**src/rtl/wmvd_ram.sv**
```systemverilog
// ----------------------------------------------------------------------------
// wmvd_ram
// Generic single-port-write, one-read RAM with registered read data.
// ----------------------------------------------------------------------------
module wmvd_ram #(
   parameter int WIDTH = 16,
   parameter int DEPTH = 256
) (
   input  logic                     clock,
   input  logic                     wr_en,
   input  logic [$clog2(DEPTH)-1:0] wr_addr,
   input  logic [WIDTH-1:0]         wr_data,
   input  logic [$clog2(DEPTH)-1:0] rd_addr,
   output logic [WIDTH-1:0]         rd_data
);
   logic [WIDTH-1:0] mem_ff [DEPTH];

   always_ff @(posedge clock) begin
      if (wr_en) begin
         mem_ff[wr_addr] <= wr_data;
      end
      rd_data <= mem_ff[rd_addr];
   end
endmodule

```
**config.mk**
```make
export PLATFORM = sky130hd
export DESIGN_NAME = wmvd_ram
export DESIGN_NICKNAME = d
export VERILOG_FILES = /design/src/rtl/wmvd_ram.sv
export SDC_FILE = /design/constraint.sdc
export NUM_CORES = 2
export LEC_CHECK = 0
export BUFFER_PORTS_ARGS = -buffer_cell sky130_fd_sc_hd__buf_2
export CORE_MARGIN = 2
export CORE_UTILIZATION = 40
export CTS_BUF_LIST = sky130_fd_sc_hd__clkbuf_4
export DETAILED_ROUTE_END_ITERATION = 8
export SLEW_MARGIN = 10
export SYNTH_ARGS = -nofsm -noshare
export SYNTH_HDL_FRONTEND = slang
export SYNTH_SLANG_ARGS = --single-unit
export TNS_END_PERCENT = 30
```
**constraint.sdc**
```tcl
create_clock -name clock -period 2.5 [get_ports clock]
set_input_delay 0.125 -clock clock [delete_from_list [all_inputs] [get_ports clock]]
set_output_delay 0.125 -clock clock [all_outputs]
set_load 0.02 [all_outputs]
```
==> results by group <==
Detailed routing
  • Wl on met1: between 150 and 200 mm
  • Met2 WL post-DR: approximately 220 mm
  • Drt via density: 5.667
  • Routed wire length per instance: 29.31 µm
  • Vias: roughly 87000
  • Routed wire length: 448.3 mm
  • Length of routed met3 wiring: between 30 and 40 mm
  • Routed Antenna Nets: 0
  • Drt first pass iters: 6
  • DRC violations left: 0
  • Iter 0 DRT Violations: approximately 10000
  • DR top layer: met5

Global route
  • Initial antenna violation count: 33
  • Largest net degree at the start of global routing: about 110
  • Tot GR Track Use: 0.2236
  • First-pass GRT wire length: 635.2 mm
  • Number of global-route vias before repair: 88370
  • Gr ovfl total: 0

Critical path
  • Top fanout value on the critical path: 9
  • CP Class: in2reg
  • Crit path arrival time: between 3 and 4 ns
  • Worst Setup End Kind: flop
  • Critical Path RT: between 3 and 4 ns
  • Startpoint types: input pin

Power
  • Leakage: 62.94 nW
  • Total chip power: between 100 and 150 mW
  • PwrDens: between 700 and 800 nW/µm²
  • Max rail drop VDD: roughly 530 µV

Place
  • Final HPWL DP: approximately 280 mm
  • Gpl congestion: about 0.89
  • I/O Buffers: 49
  • Placed Cells: about 13000

Synthesis
  • Top cells by count, synth: edfxtp_1, mux4_2, mux2i_1
  • Area contributors post-synth: edfxtp_1, mux4_2, mux2i_1
  • Synthesized area: 158700 µm²
  • Ys Warns: 0
  • Most common cell in the netlist: edfxtp_1
  • Mapped Nets: ~7400
  • Yosys top cell by area: edfxtp_1
  • Post-synthesis sequential area ratio: 0.7770
  • Share of the synthesized area in the top cell type: 0.7750
  • Yosys reg bits: just over 4000
  • Syn Inst Count: about 7400
  • Post-Synthesis Mean Instance Area: approximately 22 µm²
  • Post-synthesis async set-or-reset flop share: 0
  • Post-synth cell types: 52
  • Ys flop type: edfxtp_1
  • Post-synth EDFFs: 4096

Floorplanning
  • I/O pin cnt: 50
  • Horiz. Die Dim: around 630 µm
  • Row count: ~230
  • Die Y: between 600 and 700 µm
  • Core Footprint: slightly below 400000 µm²
  • Die Area: between 400000 and 500000 µm²
  • Initial core utilization: 0.4014

Timing
  • Final setup margin: -0.1844 ns
  • Minimum clock period: approximately 2.7 ns
  • Slew @ Worst Pin: around 1.0 ns
  • Tcrit/Tclk final: 1.074
  • Final setup violation count: between 150 and 200
  • RSZ-0062 raised after global routing: true
  • Slew Viols, Final: 0
  • Layout Skew: about 0.15 ns
  • Slew HR: 0.3102
  • WHS: around 0.14 ns
  • Final Hold Fails: 0
  • FMAX: 0.3725 GHz

Run status
  • Failing checks: negative setup slack
  • Status: finished, violations left

CTS
  • H-tree levels: 7
  • Num CTS Buffers: 1110
  • Worst skew pair latency: 1.65 ns
  • CTS max path bufs: 5
  • Post-CTS setup buffers: 0
  • TritonCTS clock tree: built
  • Root Driver: clkbuf_4
  • Clk pin slew, worst setup/hold paths: approximately 0.070 ns
  • Clock sink count: 4112

Final layout
  • Share of layout cells above drive strength 1: 0.3898
  • Nets: 9374
  • Area delta synth->final: 19.18%
  • Final cell count without fillers: 15300
  • # fillers: between 30000 and 40000

Worst hold path
  • Min-delay worst type: in2reg

Flow run
  • Max Cap Viol: 0
stage by stage:
| step | setup slack, ns | area [µm²] | util | setup TNS, ns |
|---|---|---|---|---|
| 6_report | -0.1844 | 189100 | 0.4784 | -5.951 |
| 5_1_grt | -0.08212 | 189100 | 0.4783 | -0.1900 |
| 4_1_cts | -0.1179 | 188900 | 0.4778 | -0.9565 |
| 3_5_place_dp | -1.234 | 174100 | 0.4403 | -11.03 |
| 3_3_place_gp | -1.221 | 174100 | 0.4403 | -10.89 |
| 2_1_floorplan | 0.2100 | 158700 | - | 0 |
state kept, by name (all words and copies together) (netlist names):
signal   cells
rd_data     16
mem_ff    4096
power breakdown:
| group | switching [mW] | internal (mW) | leakage (nW) |
|---|---|---|---|
| Combinational | 5.31 | 3.48 | 18.1 |
| Clock | 26.4 | 30.2 | 7.89 |
| Sequential | 0.115 | 76.0 | 36.9 |
critical path: stages:
cell,delay (ns)
dlygate4sd3_1,0.65
buf_2,0.18
dlygate4sd3_1,0.78
nand4_1,0.13
dlygate4sd3_1,0.61
buf_4,0.14
dlygate4sd3_1,0.67
nor2_4,0.26
buf_2,0.36
cell type report:
type                            instances  area (µm²)  area share
Tap cell                             5242        6559     0.03468
Clock buffer                         1566       11760     0.06215
Inverter                                4       27.53   0.0001455
Multi-Input combinational cell       2792       33410      0.1766
Antenna cell                           30       75.07   0.0003969
Sequential cell                      4112      123300      0.6521
Timing Repair Buffer                 1320       12660     0.06695
Clock inverter                        231        1325    0.007005
per-layer routing:
metal,GRT usage,vias to the layer above
met4,0.08956,8
met1,0.3016,45610
met2,0.3529,4404
met3,0.05057,699
met5,0,-
li1,-,35960
path summary, 6_finish.rpt:
kind / start / to / slack (ns) / depth (start not counted)
worst max-delay path: wr_addr[1] / mem_ff[19][13] / -0.18 / 9
worst max register to register: mem_ff[243][14] / rd_data[14] / -0.06 / 7
worst min-delay path: wr_addr[2] / mem_ff[32][13] / 0.14 / 7
worst min register to register: mem_ff[216][10] / rd_data[10] / 1.08 / 6
placed cells by master, fill, tap and decap left out, types with 38 or more instances in the layout:
cell           synthesis  routed
o22ai_1              148     148
buf_4                 26     986
dlygate4sd3_1          0     101
edfxtp_1            4096    4096
a22oi_1               43      39
nand2_1               38      38
a21oi_1              175     174
clkinv_1               0     160
o221ai_1             252     252
nor3_1                92      90
mux2i_1              565     565
mux4_2               797     797
buf_12                 5     166
nor2_2                 0      96
clkbuf_4               0    1566
mux2_2                88      87
nor2_1               304     207
kinds of logic after synthesis:
kind of cell,Yosys count,synth area share
AOI/OAI and AO/OA,786,0.03537
buffers and inverters,456,0.01693
DFF,4112,0.7770
muxes,1450,0.1550
and+or+nand+nor,556,0.01574
timing repair:
item,CTS,global route
gates cloned,0,1
resized for setup,65,31
setup endpoints to repair,23,108
pin swaps,11,8
hold endpoints to repair,8208,176
hold buffers,119,2
(Power assumes the default switching activity.)
